==> src/design/assert_macros.svh <==
// Assertion macros used by the matrix unit RTL.
// Needs clk and arst_n in the scope of each use.
`ifndef ASSERT_MACROS_SVH
`define ASSERT_MACROS_SVH

// Property checked on the rising edge, masked while in reset.
`define SMA_ASSERT(label, prop, msg) \
	label: assert property (@(posedge clk) disable iff (!arst_n) prop) else $error(msg);

// Same, but also checked during reset.
`define SMA_ASSERT_ALWAYS(label, prop, msg) \
	label: assert property (@(posedge clk) prop) else $error(msg);

`endif

==> src/design/sma_pkg.sv <==
// Package for the square matrix add / subtract / multiply unit.
// Constants, register indexes, reset values and sequencer state type. No dependencies.
package sma_pkg;

	localparam int MAX_DIM_DEF    = 8;
	localparam int ELEM_WIDTH_DEF = 16;
	localparam int VALUE_W        = 40;
	localparam int RC_W           = 3;
	localparam int MODE_W         = 2;
	localparam int SIZE_W         = 4;
	localparam int CFG_DATA_W     = 4;
	localparam int FRAC_SHIFT     = 8;

	localparam logic REG_MODE = 1'b0;
	localparam logic REG_SIZE = 1'b1;

	localparam logic [SIZE_W-1:0] SIZE_RESET = 4'd8;
	localparam logic [MODE_W-1:0] MODE_RESET = 2'd0;

	typedef enum logic [1:0] {
		ST_LOAD,
		ST_ISSUE,
		ST_FLUSH,
		ST_DRAIN
	} seq_state_t;

endpackage

==> src/design/sma_store.sv <==
// Element store: one write port, one registered read port.
// Uses sma_pkg only for its house constants.
module sma_store #(
	parameter int DEPTH  = sma_pkg::MAX_DIM_DEF * sma_pkg::MAX_DIM_DEF,
	parameter int WIDTH  = sma_pkg::ELEM_WIDTH_DEF,
	parameter int ADDR_W = 6
) (
	input  logic              clk,
	input  logic              wr_en,
	input  logic [ADDR_W-1:0] wr_addr,
	input  logic [WIDTH-1:0]  wr_data,
	input  logic              rd_en,
	input  logic [ADDR_W-1:0] rd_addr,
	output logic [WIDTH-1:0]  rd_data
);
	import sma_pkg::*;

	logic [WIDTH-1:0] mem_q [DEPTH];
	logic [WIDTH-1:0] rd_data_q;

	always_ff @(posedge clk) begin
		if (wr_en) begin
			mem_q[wr_addr] <= wr_data;
		end
	end

	always_ff @(posedge clk) begin
		if (rd_en) begin
			rd_data_q <= mem_q[rd_addr];
		end
	end

	assign rd_data = rd_data_q;

endmodule

==> src/design/sma_term.sv <==
// Term unit: registered product or shifted sum / difference of two elements.
// Depends on sma_pkg.
module sma_term #(
	parameter int ELEM_WIDTH = sma_pkg::ELEM_WIDTH_DEF
) (
	input  logic                       clk,
	input  logic                       arst_n,
	input  logic                       in_valid,
	input  logic [sma_pkg::MODE_W-1:0] mode,
	input  logic [ELEM_WIDTH-1:0]      a,
	input  logic [ELEM_WIDTH-1:0]      b,
	output logic                       term_valid,
	output logic [sma_pkg::VALUE_W-1:0] term
);
	import sma_pkg::*;

	localparam int WW = 2 * ELEM_WIDTH + FRAC_SHIFT + 1;

	logic signed [2*ELEM_WIDTH-1:0] prod;
	logic signed [ELEM_WIDTH:0]     sum;
	logic signed [WW-1:0]           wide;
	logic                           term_v_s2;
	logic [VALUE_W-1:0]             term_s2;

	always_comb begin
		prod = $signed(a) * $signed(b);
		if (mode[0]) begin
			sum = $signed({a[ELEM_WIDTH-1], a}) - $signed({b[ELEM_WIDTH-1], b});
		end else begin
			sum = $signed({a[ELEM_WIDTH-1], a}) + $signed({b[ELEM_WIDTH-1], b});
		end
		if (mode[1]) begin
			wide = {{(WW-2*ELEM_WIDTH){prod[2*ELEM_WIDTH-1]}}, prod};
		end else begin
			wide = {{(WW-ELEM_WIDTH-1){sum[ELEM_WIDTH]}}, sum} <<< FRAC_SHIFT;
		end
	end

	always_ff @(posedge clk or negedge arst_n) begin
		if (!arst_n) begin
			term_v_s2 <= 1'b0;
		end else begin
			term_v_s2 <= in_valid;
		end
	end

	always_ff @(posedge clk) begin
		if (in_valid) begin
			term_s2 <= wide[VALUE_W-1:0];
		end
	end

	assign term_valid = term_v_s2;
	assign term       = term_s2;

endmodule

==> src/design/sma_cell.sv <==
// Accumulator cell of the rotating result chain.
// Depends on sma_pkg.
module sma_cell (
	input  logic                        clk,
	input  logic                        arst_n,
	input  logic                        clr,
	input  logic                        shift_en,
	input  logic [sma_pkg::VALUE_W-1:0] d,
	output logic [sma_pkg::VALUE_W-1:0] q
);
	import sma_pkg::*;

	logic [VALUE_W-1:0] acc_q;

	always_ff @(posedge clk or negedge arst_n) begin
		if (!arst_n) begin
			acc_q <= '0;
		end else if (clr) begin
			acc_q <= '0;
		end else if (shift_en) begin
			acc_q <= d;
		end
	end

	assign q = acc_q;

endmodule

==> src/design/square_matrix_add_sub_mul_core.sv <==
// Square matrix add / subtract / multiply core, top level.
// Uses sma_pkg, sma_store, sma_term, sma_cell and assert_macros.svh.
//
// Usage:
//  s_axis carries one pair of Q8.8 elements per transfer (A low, B high), row-major.
//  When n*n pairs are in (n from the size register, 0 taken as 1, clamped to MAX_DIM),
//  the core computes A+B, A-B or A*B (mode 0, 1, 2/3) and sends n*n Q24.16 results
//  on m_axis in row-major order, with row and column in tdata and tlast on the last.
//  Loading: one pair per cycle; s_axis_tready is low while a result matrix is made.
//  Product: one multiply-accumulate per cycle while issuing. Each result row feeds n*n
//  terms into a rotating chain of n accumulator cells, then flushes the pipeline,
//  then shifts the row out of the chain; the next row is not issued before that.
//  Sum and difference: n terms per row, then pipeline flush and row shift-out.
//  For a product, the first result follows the completing transfer once the first
//  row's terms are accumulated and the pipeline is flushed.
//  A stalled m_axis holds the result register and the chain; nothing is lost.
//  Reset clears the sequencer, load count and chain, and sets mode 0, size 8.
//  Registers are to be written with cfg_wr_en only while the core is idle; the core does not enforce this.
module square_matrix_add_sub_mul_core #(
	parameter int MAX_DIM    = sma_pkg::MAX_DIM_DEF,
	parameter int ELEM_WIDTH = sma_pkg::ELEM_WIDTH_DEF
) (
	input  logic                           clk,
	input  logic                           arst_n,
	input  logic                           cfg_wr_en,
	input  logic                           cfg_index,
	input  logic [sma_pkg::CFG_DATA_W-1:0] cfg_data,
	input  logic                           s_axis_tvalid,
	output logic                           s_axis_tready,
	// tdata: a_elem, b_elem, zero fill
	input  logic [((2*ELEM_WIDTH+7)/8)*8-1:0] s_axis_tdata,
	output logic                           m_axis_tvalid,
	input  logic                           m_axis_tready,
	// tdata: value[39:0], row[42:40], col[45:43], zero fill
	output logic [47:0]                    m_axis_tdata,
	output logic                           m_axis_tlast
);
	import sma_pkg::*;

	`include "assert_macros.svh"

	localparam int DEPTH = MAX_DIM * MAX_DIM;
	localparam int AW    = (DEPTH > 1) ? $clog2(DEPTH) : 1;
	localparam int CW    = $clog2(DEPTH + 1);
	localparam int NW    = $clog2(MAX_DIM + 1);
	localparam int IW    = (MAX_DIM > 1) ? $clog2(MAX_DIM) : 1;

	logic [MODE_W-1:0] mode_q;
	logic [SIZE_W-1:0] size_q;
	logic [NW-1:0]     n;
	logic [NW-1:0]     n_m1;
	logic [CW-1:0]     total;
	logic              mul;

	seq_state_t state_q, state_d;

	logic [CW-1:0] load_cnt_q;
	logic [CW-1:0] load_next;
	logic          in_xfer;
	logic          load_done;

	logic [NW-1:0] i_q, j_q, k_q, dj_q;
	logic [AW-1:0] a_base_q, b_row_q;
	logic [AW-1:0] rd_addr_a, rd_addr_b;
	logic          issue;
	logic          issue_last;
	logic          rd_v_s1;
	logic          pipe_empty;
	logic          drain_step;
	logic          drain_last;
	logic          row_last;

	logic [ELEM_WIDTH-1:0] a_rd, b_rd;
	logic                  term_v;
	logic [VALUE_W-1:0]    term;

	logic [VALUE_W-1:0] cell_q [MAX_DIM];
	logic [VALUE_W-1:0] head_d;
	logic [VALUE_W-1:0] tail;
	logic               chain_shift;
	logic               chain_clr;

	logic               out_v_q;
	logic [VALUE_W-1:0] out_value_q;
	logic [RC_W-1:0]    out_row_q, out_col_q;
	logic               out_last_q;
	logic [NW+RC_W-1:0] row_ext, col_ext;

	// configuration
	always_ff @(posedge clk or negedge arst_n) begin
		if (!arst_n) begin
			mode_q <= MODE_RESET;
			size_q <= SIZE_RESET;
		end else if (cfg_wr_en) begin
			unique case (cfg_index)
				REG_MODE: mode_q <= cfg_data[MODE_W-1:0];
				REG_SIZE: size_q <= cfg_data[SIZE_W-1:0];
				default: ;
			endcase
		end
	end

	always_comb begin
		if (size_q == '0) begin
			n = NW'(1);
		end else if (32'(size_q) > MAX_DIM) begin
			n = NW'(MAX_DIM);
		end else begin
			n = NW'(size_q);
		end
		n_m1  = n - NW'(1);
		total = CW'(n * n);
		mul   = mode_q[1];
	end

	// load
	assign s_axis_tready = (state_q == ST_LOAD);
	assign in_xfer       = s_axis_tvalid && s_axis_tready;
	assign load_next     = load_cnt_q + CW'(1);
	assign load_done     = in_xfer && (load_next >= total);

	// issue of element reads
	assign issue      = (state_q == ST_ISSUE);
	assign issue_last = (j_q == n_m1) && (!mul || (k_q == n_m1));
	assign rd_addr_a  = a_base_q + AW'(mul ? k_q : j_q);
	assign rd_addr_b  = (mul ? b_row_q : a_base_q) + AW'(j_q);
	assign pipe_empty = !rd_v_s1 && !term_v;

	// drain
	assign drain_step = (state_q == ST_DRAIN) && (!out_v_q || m_axis_tready);
	assign drain_last = (dj_q == n_m1);
	assign row_last   = (i_q == n_m1);

	always_comb begin
		state_d = state_q;
		unique case (state_q)
			ST_LOAD:  if (load_done) state_d = ST_ISSUE;
			ST_ISSUE: if (issue_last) state_d = ST_FLUSH;
			ST_FLUSH: if (pipe_empty) state_d = ST_DRAIN;
			ST_DRAIN: begin
				if (drain_step && drain_last) begin
					state_d = row_last ? ST_LOAD : ST_ISSUE;
				end
			end
			default: state_d = ST_LOAD;
		endcase
	end

	always_comb begin
		chain_clr   = (state_q == ST_LOAD) && load_done;
		chain_shift = term_v || drain_step;
		head_d      = drain_step ? '0 : (tail + term);
	end

	always_ff @(posedge clk or negedge arst_n) begin
		if (!arst_n) begin
			state_q    <= ST_LOAD;
			load_cnt_q <= '0;
			i_q        <= '0;
			j_q        <= '0;
			k_q        <= '0;
			dj_q       <= '0;
			a_base_q   <= '0;
			b_row_q    <= '0;
			rd_v_s1    <= 1'b0;
		end else begin
			state_q <= state_d;
			rd_v_s1 <= issue;
			if (in_xfer) begin
				load_cnt_q <= load_done ? '0 : load_next;
			end
			if (issue) begin
				if (j_q == n_m1) begin
					j_q <= '0;
					if (mul && (k_q != n_m1)) begin
						k_q     <= k_q + NW'(1);
						b_row_q <= b_row_q + AW'(n);
					end else begin
						k_q     <= '0;
						b_row_q <= '0;
					end
				end else begin
					j_q <= j_q + NW'(1);
				end
			end
			if (drain_step) begin
				if (drain_last) begin
					dj_q <= '0;
					if (row_last) begin
						i_q      <= '0;
						a_base_q <= '0;
					end else begin
						i_q      <= i_q + NW'(1);
						a_base_q <= a_base_q + AW'(n);
					end
				end else begin
					dj_q <= dj_q + NW'(1);
				end
			end
		end
	end

	sma_store #(.DEPTH(DEPTH), .WIDTH(ELEM_WIDTH), .ADDR_W(AW)) u_store_a (
		.clk     (clk),
		.wr_en   (in_xfer),
		.wr_addr (load_cnt_q[AW-1:0]),
		.wr_data (s_axis_tdata[ELEM_WIDTH-1:0]),
		.rd_en   (issue),
		.rd_addr (rd_addr_a),
		.rd_data (a_rd)
	);

	sma_store #(.DEPTH(DEPTH), .WIDTH(ELEM_WIDTH), .ADDR_W(AW)) u_store_b (
		.clk     (clk),
		.wr_en   (in_xfer),
		.wr_addr (load_cnt_q[AW-1:0]),
		.wr_data (s_axis_tdata[2*ELEM_WIDTH-1:ELEM_WIDTH]),
		.rd_en   (issue),
		.rd_addr (rd_addr_b),
		.rd_data (b_rd)
	);

	sma_term #(.ELEM_WIDTH(ELEM_WIDTH)) u_term (
		.clk        (clk),
		.arst_n     (arst_n),
		.in_valid   (rd_v_s1),
		.mode       (mode_q),
		.a          (a_rd),
		.b          (b_rd),
		.term_valid (term_v),
		.term       (term)
	);

	// rotating accumulator chain, length n
	assign tail = cell_q[n_m1[IW-1:0]];

	for (genvar c = 0; c < MAX_DIM; c++) begin : g_cell
		if (c == 0) begin : g_head
			sma_cell u_cell (
				.clk      (clk),
				.arst_n   (arst_n),
				.clr      (chain_clr),
				.shift_en (chain_shift),
				.d        (head_d),
				.q        (cell_q[c])
			);
		end else begin : g_body
			sma_cell u_cell (
				.clk      (clk),
				.arst_n   (arst_n),
				.clr      (chain_clr),
				.shift_en (chain_shift),
				.d        (cell_q[c-1]),
				.q        (cell_q[c])
			);
		end
	end

	// output register
	assign row_ext = {{RC_W{1'b0}}, i_q};
	assign col_ext = {{RC_W{1'b0}}, dj_q};

	always_ff @(posedge clk or negedge arst_n) begin
		if (!arst_n) begin
			out_v_q <= 1'b0;
		end else if (drain_step) begin
			out_v_q <= 1'b1;
		end else if (m_axis_tready) begin
			out_v_q <= 1'b0;
		end
	end

	always_ff @(posedge clk) begin
		if (drain_step) begin
			out_value_q <= tail;
			out_row_q   <= row_ext[RC_W-1:0];
			out_col_q   <= col_ext[RC_W-1:0];
			out_last_q  <= drain_last && row_last;
		end
	end

	assign m_axis_tvalid = out_v_q;
	assign m_axis_tdata  = {2'b00, out_col_q, out_row_q, out_value_q};
	assign m_axis_tlast  = out_last_q;

	`SMA_ASSERT(a_term_in_compute, term_v |-> (state_q == ST_ISSUE || state_q == ST_FLUSH), "term outside compute")
	`SMA_ASSERT(a_drain_fills_out, drain_step |=> m_axis_tvalid, "drained element not presented")
	`SMA_ASSERT(a_load_count_step, in_xfer |=> (load_cnt_q == '0 || load_cnt_q == $past(load_cnt_q) + CW'(1)), "load count jumped")
	`SMA_ASSERT_ALWAYS(a_pipe_idle_load, (state_q == ST_LOAD) |-> !rd_v_s1, "read issued while loading")

endmodule

==> config.mk <==
export PLATFORM = sky130hd
export DESIGN_NAME = square_matrix_add_sub_mul_core
export DESIGN_NICKNAME = d
export VERILOG_FILES = /design/src/design/sma_pkg.sv /design/src/design/sma_store.sv /design/src/design/sma_term.sv /design/src/design/sma_cell.sv /design/src/design/square_matrix_add_sub_mul_core.sv
export VERILOG_INCLUDE_DIRS = /design/src /design/src/design
export SDC_FILE = /design/constraint.sdc
export NUM_CORES = 2
export LEC_CHECK = 0
export BUFFER_PORTS_ARGS = -buffer_cell sky130_fd_sc_hd__buf_2
export CORE_MARGIN = 3
export CORE_UTILIZATION = 40
export CTS_CLUSTER_DIAMETER = 120
export DETAILED_ROUTE_END_ITERATION = 10
export SYNTH_ARGS = -nofsm -noshare
export SYNTH_HDL_FRONTEND = slang
export SYNTH_SLANG_ARGS = --single-unit
export TNS_END_PERCENT = 100
==> constraint.sdc <==
create_clock -name clk -period 12.63 [get_ports clk]
set_input_delay 1.263 -clock clk [delete_from_list [all_inputs] [get_ports clk]]
set_output_delay 1.263 -clock clk [all_outputs]
set_load 0.05 [all_outputs]
==> summary.txt <==
Floorplan
  – Die width: 536 microns
  – Die Ht: 536 microns
  – Core region area: 278000 sq um
  – Row cnt: 193
  – I/O pin count: 93
  – DIE AREA: 287000 sq um
  – Initial Util: 40.4%

Setup path
  – Crit path launch type: flip-flop
  – Worst r2r src: size_q[3]$_DFFE_PN1P_
  – CP peak stage delay: 0.67 ns
  – Worst Path Arrival: 7.90 ns
  – Setup CP Type: flip-flop to flip-flop
  – Slowest CP cell: buf_4
  – CP endpoint kind: flip-flop
  – Crit Path Max Fanout: 42
  – RR Endpoint: g_cell[0].g_head.u_cell.q[38]$_DFFE_PN0P_
  – WP data required: 13.30 ns
  – Cells along the critical path: o21ba_4 -> inv_2 -> buf_4 -> ha_4 -> buf_4 -> buf_4 -> mux4_2 -> mux2_2 -> ha_1 -> a21oi_1 -> nor2_1 -> a2111oi_0 -> o31ai_1 -> a41oi_2 -> o31ai_4 -> a311oi_2 -> a21oi_2 -> xor2_1 -> a22o_1
  – Cell mode on critical path: buf_4
  – Reg2reg path depth: 19
  – R2R Setup Slk: 5.39 ns

Drt
  – Post-route ant nets: 0
  – Vias: 58212
  – Via density: 5.53
  – DRC: 0
  – DR pass1 iterations: 6
  – WL final: 278000 microns
  – DR WL/cell: 26.4 microns
  – 1st-iter DRT viols: 5213

STA
  – Count of final max-slew check failures: 0
  – RSZ-0062 raised after global routing: no
  – Slew at the pin closest to its max-slew limit: 1.27 ns
  – Final setup vio count: 0
  – Clk_skew: 0.0791 ns
  – Slew headroom: 15.5%
  – FMAX: 0.138 GHz
  – Final setup TNS: 0 ns
  – Fin crit share: 57.3%
  – Final hold violation count: 0
  – Post-layout min period: 7.24 ns

Logic synthesis
  – Post-Synth Adder-Cell Area: 6.76%
  – Post-Synth Simple-Gate Area: 4.67%
  – Netlist Area Pre-Place: 112000 sq um
  – Register bit count reported by yosys: 2525
  – Post-Synth XOR/XNOR Area: 1.06%
  – Library cells used by synthesis: 83
  – Mux cell area share after synthesis: 15.6%
  – Post-synth ARST share: 14.5%
  – Post-synthesis sequential area ratio: 65.9%
  – Post-synthesis compound-gate area fraction: 3.64%
  – Main combinational cell family by area after synthesis: multiplexers
  – Synth Instances: 6472
  – Synth Flop Type: edfxtp_1
  – Synth warnings: 0
  – Post-synth EDFFs: 2159
  – Synth Area per Inst: 17.3 sq um

Global route
  – GRT met2 Usage: 32.6%
  – First-pass GRT wire length: 412000 microns
  – Grt met1 use: 26.3%
  – Top Usage Layer GRT: met2
  – GRT Overall Usage: 19.4%
  – Initial antenna violation count: 17
  – Pin count of the biggest net entering global routing: 208
  – GR Overflow Total: 0
  – Number of global-route vias before repair: 59902
  – GR Layer Usage met3: 2.24%

Clock network
  – Postcts setup bufs: 0
  – Hold-fix buffers, CTS: 0
  – Htree depth: 5
  – Max clock buf depth: 4
  – TritonCTS clock tree: yes
  – Post-CTS sizing: 0
  – Clock sink count: 2525
  – Clock transition at the registers of the reported paths: 0.06 ns
  – TritonCTS Buffers: 273
  – Worst-Skew Late Latency: 0.84 ns
  – Root buf cell: clkbuf_16

Layout
  – Fin area: 126000 sq um
  – Filler instances: 23572
  – Fin nets: 7094
  – Ratio of cells with drive above 1 in the final layout: 21.9%
  – Area growth syn-to-layout: 12.5%
  – Most common cell after layout, fill and taps aside: edfxtp_1
  – Multi-input gate area: 36200 sq um
  – Register area: 74000 sq um
  – Commonest cells after routing, fill and taps aside: edfxtp_1 (2159), nand2_1 (783), mux4_2 (731), dfrtp_1 (364), o21ai_0 (348)

Placement
  – Placed inst area: 117000 sq um
  – DP HPWL: 158000 microns
  – Port bufs: 90
  – Global placement routability congestion: 0.843

Worst hold path
  – Hold Crit Class: primary input to asynchronous set/reset pin

Flow run
  – # Max-Cap Violations: 0

Outcome
  – Outcome: finished, final reports clean
[sequential cells by signal, indices dropped and copies added, names as in the netlist, 6 cells and up]
signal                  cells
a_base_q                    6
b_row_q                     6
g_cell.g_body.u_cell.q    280
g_cell.g_head.u_cell.q     40
load_cnt_q                  7
out_value_q                40
u_store_a.mem_q          1024
u_store_a.rd_data          16
u_store_b.mem_q          1024
u_store_b.rd_data          16
u_term.term                32
[worst max path at each step]
stage                                         start                                   endpoint  slack (ns)
detailed placement            size_q[3]$_DFFE_PN1P_  g_cell[0].g_head.u_cell.q[38]$_DFFE_PN0P_        5.37
global placement              size_q[3]$_DFFE_PN1P_  g_cell[0].g_head.u_cell.q[38]$_DFFE_PN0P_        5.33
floorplan           u_store_a.rd_data[15]$_DFFE_PP_                  u_term.term[30]$_DFFE_PP_        6.03
finish                        size_q[3]$_DFFE_PN1P_  g_cell[0].g_head.u_cell.q[38]$_DFFE_PN0P_        5.39
CTS                           size_q[3]$_DFFE_PN1P_  g_cell[0].g_head.u_cell.q[38]$_DFFE_PN0P_        5.34
global route                  size_q[3]$_DFFE_PN1P_  g_cell[0].g_head.u_cell.q[38]$_DFFE_PN0P_        4.99
[logic make-up after synthesis]
group,after synthesis
other cells,1
mux,825
buf+inv,663
flops,2525
simple gates,1207
compound gates,674
fa+ha+maj,445
xor+xnor,132
[cell usage after synthesis (all sizes together) (19+ instances only)]
cell    number  area share [%]
ha         176             2.0
mux2i       24            0.21
inv        314             1.1
buf        136            0.60
o21ai      376             1.7
nand2b      27            0.15
a211oi      19            0.13
a21o        62            0.42
nor2b       23            0.13
mux2        70            0.70
edfxtp    2159              58
xnor2       94            0.75
fa         269             4.8
a22o        42            0.33
nand3       34            0.16
nor2       141            0.47
nand2      783             2.6
mux4       731              15
and2       130            0.72
clkbuf     213            0.71
a21oi       97            0.44
xor2        37            0.29
dfrtp      365             8.1
[critical path: cells and delay by family, from the launching register on]
| kind | cells | cell delay (ns) |
|---|---|---|
| buffers and inverters | 4 | 1.91 |
| XOR/XNOR | 1 | 0.16 |
| multiplexers | 2 | 0.86 |
| flip-flops | 1 | 0.61 |
| AND/OR/NAND/NOR | 1 | 0.07 |
| adder cells (fa/ha/maj) | 2 | 0.91 |
| AO/OA/AOI/OAI | 9 | 2.52 |
[layer usage]
metal	routed length [microns]	vias up
met5	50	-
met4	9690	10
met3	13700	442
met2	139000	1777
met1	116000	30995
li1	-	24988
[layout make-up]
| type | instances | area share, % |
|---|---|---|
| sequential | 2525 | 58.6 |
| clock buffer | 362 | 5.94 |
| clock inverter | 121 | 0.962 |
| timing repair buffer | 206 | 1.13 |
| tap | 3705 | 3.67 |
| multi-input combinational | 3287 | 28.7 |
| inverter | 314 | 0.934 |
| antenna | 16 | 0.0317 |
[stage by stage]
step                      setup slack, ns  hold WS [ns]  utilization [%]  instances
after floorplan                      6.03         0.445                -       6475
after global placement               5.33         0.457             42.3      10037
after detailed placement             5.37         0.467             42.3      10037
after CTS                            5.34         0.449             45.4      10520
after global routing                 4.99         0.511             45.4      10535
final                                5.39         0.464             45.4      10536
Power is not shown: default switching activity piles up to over one toggle a cycle in this logic, so the estimate is an artifact.
